$ cat src/rtl/core/mfr_pkg.sv
// Shared types, codes and constants of the modem request frame receiver.
`default_nettype none

package mfr_pkg;

  // Frame bytes
  localparam logic [7:0] BYTE_REQ   = 8'h43;  // 'C' preamble
  localparam logic [7:0] BYTE_SOH   = 8'h01;
  localparam logic [7:0] BYTE_BCAST = 8'hFF;

  // Configuration register indexes
  localparam logic [1:0] CFG_OWN_HIGH  = 2'd0;
  localparam logic [1:0] CFG_OWN_MID   = 2'd1;
  localparam logic [1:0] CFG_MAX_LEN   = 2'd2;
  localparam logic [1:0] CFG_GAP_LIMIT = 2'd3;

  // Configuration reset values
  localparam logic [7:0] MAX_LEN_RST   = 8'd140;
  localparam logic [7:0] GAP_LIMIT_RST = 8'd3;

  // Result kinds
  typedef enum logic [1:0] {
    KIND_DATA = 2'd0,
    KIND_GOOD = 2'd1,
    KIND_BAD  = 2'd2,
    KIND_ERR  = 2'd3
  } kind_t;

  // Receiver phase, one-hot
  typedef enum logic [6:0] {
    PH_HUNT = 7'b0000001,
    PH_PRE  = 7'b0000010,
    PH_SEQ  = 7'b0000100,
    PH_ADDR = 7'b0001000,
    PH_LEN  = 7'b0010000,
    PH_DATA = 7'b0100000,
    PH_CRC  = 7'b1000000
  } phase_t;

  // Configuration registers as seen by the parser
  typedef struct packed {
    logic [31:0] own_high;
    logic [23:0] own_mid;
    logic [7:0]  max_len;
    logic [7:0]  gap_limit;
  } cfg_t;

  // One input word
  typedef struct packed {
    logic       op;       // 0 byte, 1 tick
    logic [7:0] rx_byte;
  } item_t;

  // One result word
  typedef struct packed {
    kind_t       kind;
    logic [7:0]  value;
    logic [7:0]  position;
    logic [7:0]  sequence_res;
    logic        broadcast;
    logic [63:0] address;
  } res_t;

endpackage

`default_nettype wire

$ cat src/rtl/core/mfr_in_stage.sv
// Input register of the frame receiver: holds one accepted word.
`default_nettype none

module mfr_in_stage (
  input  wire logic          clk,
  input  wire logic          rst_n,
  input  wire logic          in_valid,
  output logic               in_ready,
  input  wire mfr_pkg::item_t in_item,
  input  wire logic          take,      // parser consumes the held word
  output logic               valid,
  output mfr_pkg::item_t     item
);
  import mfr_pkg::*;

  logic  valid_r, valid_nxt;
  item_t item_r;

  // Free when empty or when the held word leaves this cycle
  assign in_ready  = !valid_r || take;
  assign valid_nxt = in_ready ? in_valid : valid_r;

  always_ff @(posedge clk) begin
    if (!rst_n) begin
      valid_r <= 1'b0;
    end else begin
      valid_r <= valid_nxt;
    end
  end

  always_ff @(posedge clk) begin
    if (in_ready && in_valid) begin
      item_r <= in_item;
    end
  end

  assign valid = valid_r;
  assign item  = item_r;

endmodule

`default_nettype wire

$ cat src/rtl/core/mfr_parser.sv
// Frame parser: receive state and per-word decode of the request frame.
`default_nettype none

module mfr_parser (
  input  wire logic           clk,
  input  wire logic           rst_n,
  input  wire logic           advance,   // held word is consumed this cycle
  input  wire mfr_pkg::item_t item,
  input  wire mfr_pkg::cfg_t  cfg,
  output logic                res_vld,
  output mfr_pkg::res_t       res
);
  import mfr_pkg::*;

  phase_t      phase_r, phase_nxt;
  logic [7:0]  count_r, count_nxt;
  logic        bcast_r, bcast_nxt;
  logic        match_r, match_nxt;
  logic [7:0]  seq_r, seq_nxt;
  logic [7:0]  len_r, len_nxt;
  logic [15:0] sum_r, sum_nxt;
  logic [7:0]  chk_hi_r, chk_hi_nxt;
  logic [31:0] tail_r, tail_nxt;
  logic [7:0]  gap_r, gap_nxt;

  logic        in_frame;
  logic [7:0]  b;
  logic [7:0]  gap_inc;
  logic [2:0]  idx;
  logic [7:0]  own_b;
  logic [7:0]  count_inc;
  logic [15:0] got;
  logic        fail;
  logic        emit;
  kind_t       emit_kind;
  logic [7:0]  emit_value;
  logic [7:0]  emit_pos;

  assign b         = item.rx_byte;
  assign in_frame  = (phase_r == PH_SEQ) || (phase_r == PH_ADDR) || (phase_r == PH_LEN) ||
                     (phase_r == PH_DATA) || (phase_r == PH_CRC);
  assign gap_inc   = (gap_r == 8'hFF) ? gap_r : gap_r + 8'd1;
  assign idx       = count_r[2:0];
  assign count_inc = count_r + 8'd1;
  assign got       = {chk_hi_r, b};

  // Own address byte for the current address position
  always_comb begin
    unique case (idx)
      3'd0:    own_b = cfg.own_high[31:24];
      3'd1:    own_b = cfg.own_high[23:16];
      3'd2:    own_b = cfg.own_high[15:8];
      3'd3:    own_b = cfg.own_high[7:0];
      3'd4:    own_b = cfg.own_mid[23:16];
      3'd5:    own_b = cfg.own_mid[15:8];
      3'd6:    own_b = cfg.own_mid[7:0];
      default: own_b = cfg.own_mid[7:0];
    endcase
  end

  // Next state and result decode
  always_comb begin
    phase_nxt  = phase_r;
    count_nxt  = count_r;
    bcast_nxt  = bcast_r;
    match_nxt  = match_r;
    seq_nxt    = seq_r;
    len_nxt    = len_r;
    sum_nxt    = sum_r;
    chk_hi_nxt = chk_hi_r;
    tail_nxt   = tail_r;
    gap_nxt    = gap_r;
    fail       = 1'b0;
    emit       = 1'b0;
    emit_kind  = KIND_DATA;
    emit_value = 8'd0;
    emit_pos   = 8'd0;

    if (item.op) begin
      // timer tick
      gap_nxt = gap_inc;
      if (in_frame && (gap_inc >= cfg.gap_limit)) begin
        fail = 1'b1;
      end
    end else begin
      if (in_frame) begin
        gap_nxt = 8'd0;
        sum_nxt = sum_r + {8'd0, b};
      end
      unique case (phase_r)
        PH_PRE: begin
          if (b == BYTE_REQ) begin
            phase_nxt = PH_PRE;
          end else if (b != BYTE_SOH) begin
            fail = 1'b1;
          end else begin
            phase_nxt = PH_SEQ;
            count_nxt = 8'd0;
            gap_nxt   = 8'd0;
            sum_nxt   = {8'd0, BYTE_SOH};
            bcast_nxt = 1'b1;
            match_nxt = 1'b1;
            seq_nxt   = 8'd0;
            len_nxt   = 8'd0;
            tail_nxt  = 32'd0;
          end
        end
        PH_SEQ: begin
          if (count_r == 8'd0) begin
            seq_nxt   = b;
            count_nxt = 8'd1;
          end else if (b != ~seq_r) begin
            fail = 1'b1;
          end else begin
            count_nxt = 8'd0;
            phase_nxt = PH_ADDR;
          end
        end
        PH_ADDR: begin
          if (!idx[2]) begin
            bcast_nxt = bcast_r && (b == BYTE_BCAST);
            match_nxt = match_r && (b == own_b);
            if (!bcast_nxt && !match_nxt) begin
              fail = 1'b1;
            end
          end else begin
            tail_nxt = {tail_r[23:0], b};
            if ((idx != 3'd7) && !bcast_r && (b != own_b)) begin
              fail = 1'b1;
            end
          end
          if (idx == 3'd7) begin
            count_nxt = 8'd0;
            phase_nxt = PH_LEN;
          end else begin
            count_nxt = {5'd0, idx + 3'd1};
          end
        end
        PH_LEN: begin
          if (b > cfg.max_len) begin
            fail = 1'b1;
          end else begin
            len_nxt   = b;
            count_nxt = 8'd0;
            phase_nxt = (b == 8'd0) ? PH_CRC : PH_DATA;
          end
        end
        PH_DATA: begin
          emit       = 1'b1;
          emit_kind  = KIND_DATA;
          emit_value = b;
          emit_pos   = count_r;
          if (count_inc >= len_r) begin
            count_nxt = 8'd0;
            phase_nxt = PH_CRC;
          end else begin
            count_nxt = count_inc;
          end
        end
        PH_CRC: begin
          // checksum bytes are not part of the sum
          sum_nxt = sum_r;
          if (count_r == 8'd0) begin
            chk_hi_nxt = b;
            count_nxt  = 8'd1;
          end else begin
            emit       = 1'b1;
            emit_kind  = (got == sum_r) ? KIND_GOOD : KIND_BAD;
            emit_value = len_r;
            count_nxt  = 8'd0;
            phase_nxt  = PH_HUNT;
          end
        end
        default: begin
          // hunting for the preamble
          phase_nxt = (b == BYTE_REQ) ? PH_PRE : PH_HUNT;
        end
      endcase
    end

    if (fail) begin
      phase_nxt = PH_HUNT;
    end
  end

  // Result word
  always_comb begin
    res_vld = fail || emit;
    if (fail) begin
      res      = '0;
      res.kind = KIND_ERR;
    end else begin
      res.kind         = emit_kind;
      res.value        = emit_value;
      res.position     = emit_pos;
      res.sequence_res = seq_r;
      res.broadcast    = bcast_r;
      res.address      = {(bcast_r ? 32'hFFFF_FFFF : cfg.own_high), tail_r};
    end
  end

  always_ff @(posedge clk) begin
    if (!rst_n) begin
      phase_r  <= PH_HUNT;
      count_r  <= 8'd0;
      bcast_r  <= 1'b0;
      match_r  <= 1'b0;
      seq_r    <= 8'd0;
      len_r    <= 8'd0;
      sum_r    <= 16'd0;
      chk_hi_r <= 8'd0;
      tail_r   <= 32'd0;
      gap_r    <= 8'd0;
    end else if (advance) begin
      phase_r  <= phase_nxt;
      count_r  <= count_nxt;
      bcast_r  <= bcast_nxt;
      match_r  <= match_nxt;
      seq_r    <= seq_nxt;
      len_r    <= len_nxt;
      sum_r    <= sum_nxt;
      chk_hi_r <= chk_hi_nxt;
      tail_r   <= tail_nxt;
      gap_r    <= gap_nxt;
    end
  end

endmodule

`default_nettype wire

$ cat src/rtl/core/mfr_out_stage.sv
// Result register of the frame receiver: holds one word for the sink.
`default_nettype none

module mfr_out_stage (
  input  wire logic          clk,
  input  wire logic          rst_n,
  input  wire logic          load,      // new result written this cycle
  input  wire mfr_pkg::res_t res_in,
  output logic               ready,     // can take a result this cycle
  output logic               out_valid,
  input  wire logic          out_ready,
  output mfr_pkg::res_t      res_out
);
  import mfr_pkg::*;

  logic valid_r, valid_nxt;
  res_t res_r;

  assign ready = !valid_r || out_ready;

  // Hold until taken; a load replaces a word that leaves this cycle
  always_comb begin
    if (load) begin
      valid_nxt = 1'b1;
    end else if (out_ready) begin
      valid_nxt = 1'b0;
    end else begin
      valid_nxt = valid_r;
    end
  end

  always_ff @(posedge clk) begin
    if (!rst_n) begin
      valid_r <= 1'b0;
    end else begin
      valid_r <= valid_nxt;
    end
  end

  always_ff @(posedge clk) begin
    if (load) begin
      res_r <= res_in;
    end
  end

  assign out_valid = valid_r;
  assign res_out   = res_r;

endmodule

`default_nettype wire

$ cat src/rtl/core/modem_request_frame_receiver_unit.sv
// Top level of the modem request frame receiver.
//
// Input stream: one word per received UART byte (in_tuser = 0, in_tdata = byte)
// or per 100 ms timer tick (in_tuser = 1). The receiver hunts for a 'C'
// preamble, checks SOH, the sequence byte and its complement, the address
// (own ID or broadcast), the length, then passes each data byte out as it
// arrives and closes the frame with a good, bad-checksum or error word.
// Output stream: out_tuser holds the result kind, out_tdata the fields.
// An accepted word is held in the input register and decoded by the parser
// into the result register, from which the sink takes it. One word is taken
// every cycle unless a word that gives a result finds the result register full,
// set by the single pass from input register through parser into result register.
// A stalled sink holds the result register; the input side keeps taking words
// that give no result and stops on the first one that does.
// Reset (rst_n low, synchronous) empties both registers, puts the receiver in
// preamble hunt and loads the configuration defaults (max length 140, gap
// limit 3, own address zero). Configuration is written through cfg_we, cfg_addr
// and cfg_wdata while no word is in flight: the user must keep to this, the block does not enforce it.
`default_nettype none

module modem_request_frame_receiver_unit (
  input  wire logic        clk,
  input  wire logic        rst_n,
  // input stream
  input  wire logic        in_tvalid,
  output logic             in_tready,
  input  wire logic [7:0]  in_tdata,    // [7:0] rx_byte
  input  wire logic        in_tuser,    // [0] op
  // result stream
  output logic             out_tvalid,
  input  wire logic        out_tready,
  output logic [95:0]      out_tdata,   // [7:0] value, [15:8] position,
                                        // [23:16] sequence_res, [24] broadcast,
                                        // [88:25] address, [95:89] zero
  output logic [1:0]       out_tuser,   // [1:0] kind
  // configuration
  input  wire logic        cfg_we,
  input  wire logic [1:0]  cfg_addr,
  input  wire logic [31:0] cfg_wdata
);
  import mfr_pkg::*;

  logic [31:0] own_high_r;
  logic [23:0] own_mid_r;
  logic [7:0]  max_len_r;
  logic [7:0]  gap_limit_r;
  cfg_t        cfg;

  item_t in_item;
  item_t held_item;
  logic  held_vld;
  logic  advance;
  logic  res_vld;
  res_t  res;
  logic  out_ready_int;
  res_t  out_res;

  // Configuration registers
  always_ff @(posedge clk) begin
    if (!rst_n) begin
      own_high_r  <= 32'd0;
      own_mid_r   <= 24'd0;
      max_len_r   <= MAX_LEN_RST;
      gap_limit_r <= GAP_LIMIT_RST;
    end else if (cfg_we) begin
      unique case (cfg_addr)
        CFG_OWN_HIGH:  own_high_r  <= cfg_wdata;
        CFG_OWN_MID:   own_mid_r   <= cfg_wdata[23:0];
        CFG_MAX_LEN:   max_len_r   <= cfg_wdata[7:0];
        CFG_GAP_LIMIT: gap_limit_r <= cfg_wdata[7:0];
        default:       own_high_r  <= own_high_r;
      endcase
    end
  end

  assign cfg.own_high  = own_high_r;
  assign cfg.own_mid   = own_mid_r;
  assign cfg.max_len   = max_len_r;
  assign cfg.gap_limit = gap_limit_r;

  assign in_item.op      = in_tuser;
  assign in_item.rx_byte = in_tdata;

  // Held word moves on unless its result finds the result register full
  assign advance = held_vld && (!res_vld || out_ready_int);

  mfr_in_stage u_in (
    .clk      (clk),
    .rst_n    (rst_n),
    .in_valid (in_tvalid),
    .in_ready (in_tready),
    .in_item  (in_item),
    .take     (advance),
    .valid    (held_vld),
    .item     (held_item)
  );

  mfr_parser u_parser (
    .clk     (clk),
    .rst_n   (rst_n),
    .advance (advance),
    .item    (held_item),
    .cfg     (cfg),
    .res_vld (res_vld),
    .res     (res)
  );

  mfr_out_stage u_out (
    .clk       (clk),
    .rst_n     (rst_n),
    .load      (advance && res_vld),
    .res_in    (res),
    .ready     (out_ready_int),
    .out_valid (out_tvalid),
    .out_ready (out_tready),
    .res_out   (out_res)
  );

  // Pack the result word
  assign out_tuser = out_res.kind;
  assign out_tdata = {7'd0, out_res.address, out_res.broadcast, out_res.sequence_res,
                      out_res.position, out_res.value};

endmodule

`default_nettype wire

$ cat config.mk
export PLATFORM = sky130hd
export DESIGN_NAME = modem_request_frame_receiver_unit
export DESIGN_NICKNAME = d
export VERILOG_FILES = /design/src/rtl/core/mfr_pkg.sv /design/src/rtl/core/mfr_in_stage.sv /design/src/rtl/core/mfr_parser.sv /design/src/rtl/core/mfr_out_stage.sv /design/src/rtl/core/modem_request_frame_receiver_unit.sv
export SDC_FILE = /design/constraint.sdc
export NUM_CORES = 1
export LEC_CHECK = 0
export BUFFER_PORTS_ARGS = -buffer_cell sky130_fd_sc_hd__buf_4
export CORE_UTILIZATION = 50
export CTS_BUF_LIST = sky130_fd_sc_hd__clkbuf_2 sky130_fd_sc_hd__clkbuf_4 sky130_fd_sc_hd__clkbuf_8
export DETAILED_ROUTE_END_ITERATION = 16
export MAX_ROUTING_LAYER = met4
export PLACE_DENSITY = 0.69
export SLEW_MARGIN = 30
export SYNTH_ARGS = -nofsm -noshare
export SYNTH_HDL_FRONTEND = slang
export SYNTH_SLANG_ARGS = --single-unit
$ cat constraint.sdc
create_clock -name clk -period 6.3 [get_ports clk]
set_clock_uncertainty 0.2 [all_clocks]
set_input_delay 0.63 -clock clk [delete_from_list [all_inputs] [get_ports clk]]
set_output_delay 0.63 -clock clk [all_outputs]
set_load 0.005 [all_outputs]
==> results.sh <==
export IMPL_status="finished with violations"
export IMPL_violations="DRC"
export IMPL_synth_edf_count=100
export IMPL_routed_wl_um=31900
export IMPL_max_slew_margin_pct=36.71
export IMPL_gp_congestion=0.8842
export IMPL_drtIter0Drc=943
export IMPL_start_kind="flop"
export IMPL_end_kind="output pin"
export IMPL_crit_arrival_ns=4.11
export IMPL_dieArea_sq_um=26230
export IMPL_fin_crit_sh_pct=78.45
export IMPL_synth_seq_area_share_pct=50.22
export IMPL_gr_max_usage_layer="met2"
export IMPL_grt_use_met2_pct=36.79
export IMPL_min_delay_worst_endpoint="u_in.item[5]$_DFFE_PP_"
export IMPL_async_flop_share_pct=0
export IMPL_cts_root_buffer="clkbuf_8"
export IMPL_rsz0062_at_grt="no"
export IMPL_drv_cap=0
export IMPL_max_slew_worst_pin_slew_ns=0.9442
export IMPL_viasPerCell=5.634
export IMPL_cts_sinks=271
export IMPL_die_h_um=162.0
export IMPL_synth_distinct_cells=76
export IMPL_synth_area_top_cells="dfxtp_1, edfxtp_1, nand2_1, a21oi_1, ha_1"
export IMPL_max_freq_mhz=202.3
export IMPL_rr_endpoint="u_out.res_out[36]$_SDFFCE_PP0P_"
export IMPL_required_ns=5.47
export IMPL_hold_depth=1
export IMPL_route_detailed_drc=1
export IMPL_met3_usage_pct=2.886
export IMPL_path_max_fanout=31
export IMPL_syn_area_per_cell_sq_um=9.312
export IMPL_fp_row_count=58
export IMPL_maxSlewViolCount=0
export IMPL_post_route_util_pct=59.43
export IMPL_synth_top_family_by_area="simple AND/OR/NAND/NOR gates"
export IMPL_core_area_sq_um=25110
export IMPL_io_pins=148
export IMPL_grt_usage_pct=24.91
export IMPL_synth_adder_area_share_pct=3.970
export IMPL_grt_max_degree=102
export IMPL_synthMuxAreaShare_pct=2.435
export IMPL_detail_route_antenna_nets=0
export IMPL_yosys_area_top_type_share_pct=26.76
export IMPL_synth_most_common_cell="nand2_1"
export IMPL_met1_usage_pct=35.79
export IMPL_synth_ff_type="dfxtp_1"
export IMPL_cts_resized=0
export IMPL_powerDensity_nw_per_um2=244.2
export IMPL_finalSetupViolations=0
export IMPL_r2r_start="u_parser.count_r[2]$_SDFFE_PN0P_"
export IMPL_critPathKind="flop to output pin"
export IMPL_r2r_slack_ns=1.62
export IMPL_synthToLayoutAreaGrowth_pct=16.63
export IMPL_finalNetCount=1568
export IMPL_worstRegToRegCells=13
export IMPL_first_pass_iters=11
export IMPL_hold_buffers=0
export IMPL_drive_above_1_share_pct=17.61
export IMPL_synthTopCellsByCount="nand2_1, dfxtp_1, a21oi_1, edfxtp_1, clkbuf_1"
export IMPL_via_count=10400
export IMPL_gr_total_overflow=0
export IMPL_grt_pass1_wl_um=50510
export IMPL_yosys_area_top_type="dfxtp_1"
export IMPL_p_total_mw=3.644
export IMPL_min_from="in_tdata[5]"
export IMPL_yosys_area_share_simple_pct=20.63
export IMPL_cts_tree="yes"
export IMPL_stdcell_count=1846
export IMPL_synthXorXnorAreaFrac_pct=2.327
export IMPL_dpl_cell_count=1763
export IMPL_die_w_um=162.0
export IMPL_syn_area_sq_um=12790
export IMPL_clockBufferDepth=3
export IMPL_ys_ff_latch=271
export IMPL_wl_per_cell_um=17.28
export IMPL_synth_compound_area_share_pct=15.63
export IMPL_cts_buffers=45
export IMPL_vdd_drop_max_v=0.0001654
export IMPL_start_util_pct=50.96
export IMPL_timing_final_hold_violations=0
export IMPL_leakage_nw=5.730
export IMPL_setup_tns_ns=0
export IMPL_yosysWarnings=0
export IMPL_cts_reportedPaths_clkPinSlew_ns=0.06
export IMPL_clkLatencyLatePin_ns=0.57
export IMPL_post_dp_hpwl_um=21340
export IMPL_antenna_found_initial=0
export IMPL_netlist_instances=1374
export IMPL_antenna_cells=0
export IMPL_port_buffers=140
export IMPL_fin_crit_ns=4.942
export IMPL_hold_path_class="primary input to flop"
export IMPL_htreeDepth=2
export IMPL_grt_pass1_vias=9604
export IMPL_cts_setup_buffers=0
-- critical path, stage by stage, from the launching register on --
cell	delay (ns)
dfxtp_2	0.70
inv_1	0.23
ha_1	0.35
a222oi_1	0.27
nand2_1	0.09
a21oi_1	0.16
mux2_2	0.34
nor4_1	0.45
a21boi_0	0.30
nor2_1	0.22
nand2_1	0.14
nand4_1	0.14
buf_4	0.13
-- flip-flops by register name, summed over array words and instances (netlist names), 7 cells and up --
name,count
u_out.res_out,91
own_high_r,32
u_parser.tail_r,32
own_mid_r,24
u_parser.sum_r,16
u_in.item,9
gap_limit_r,8
max_len_r,8
u_parser.chk_hi_r,8
u_parser.count_r,8
u_parser.gap_r,8
u_parser.len_r,8
u_parser.seq_r,8
u_parser.phase_r,7
-- cell families after synthesis --
kind of cell	count (synthesis)
xor+xnor	34
mux	30
compound gates	313
other cells	1
buf+inv	145
flops	271
simple gates	540
fa+ha+maj	40
-- placed cells by master, fill, tap and decap left out, types with 22 or more instances in the layout --
cell type,instances
dfxtp_1,170
nand2_1,245
xnor2_1,22
nand3_1,32
edfxtp_1,100
o21ai_0,61
buf_4,157
o21a_1,36
ha_1,39
clkbuf_8,48
and2_1,47
nor2_1,65
a21oi_1,112
nand4_1,52
inv_1,38
-- area by class of cell --
cell class / instances / area, sq um
fillers: 2263 / 10190
multi-input cells: 964 / 5817
well taps: 330 / 412.9
repair buffers: 159 / 1210
flip-flops and latches: 271 / 6427
clock buffers: 66 / 795.8
clock inverters: 17 / 113.9
inverters: 39 / 146.4
-- worst max-delay path by stage --
stage	startpoint	depth (start not counted)	to	slack (ns)
global placement	u_parser.count_r[2]$_SDFFE_PN0P_	13	u_out.res_out[81]$_SDFFCE_PP0P_	1.47
detailed placement	u_parser.count_r[2]$_SDFFE_PN0P_	13	u_out.res_out[80]$_SDFFCE_PP0P_	1.38
CTS	u_parser.count_r[2]$_SDFFE_PN0P_	12	in_tready	1.02
global route	u_parser.count_r[2]$_SDFFE_PN0P_	12	in_tready	1.09
floorplan	u_parser.gap_r[0]$_SDFFE_PN0P_	17	u_out.res_out[0]$_SDFFCE_PP0P_	0.80
finish	u_parser.count_r[2]$_SDFFE_PN0P_	12	in_tready	1.36
-- layer usage --
metal	vias to the layer above	wire length [um]
met5	-	0
met4	0	548
met3	56	2044
met2	382	14190
met1	4880	15110
li1	5083	-
-- through the flow --
stage / hold slack [ns] / instance area [sq um] / setup slack (ns)
2_1_floorplan: 0.2312 / 12820 / 0.7982
3_3_place_gp: 0.2418 / 14010 / 1.468
3_5_place_dp: 0.2482 / 14010 / 1.382
4_1_cts: 0.03470 / 14920 / 1.020
5_1_grt: 0.03877 / 14920 / 1.088
6_report: 0.04946 / 14920 / 1.358
-- power by group --
part / leakage [nW] / switching [mW] / total [mW] / internal, mW
clock: 0.477 / 0.696 / 1.55 / 0.856
combinational: 2.88 / 0.138 / 0.221 / 0.0835
sequential: 2.38 / 0.0329 / 1.87 / 1.84
Note: power is estimated with default switching activity, not from simulation.
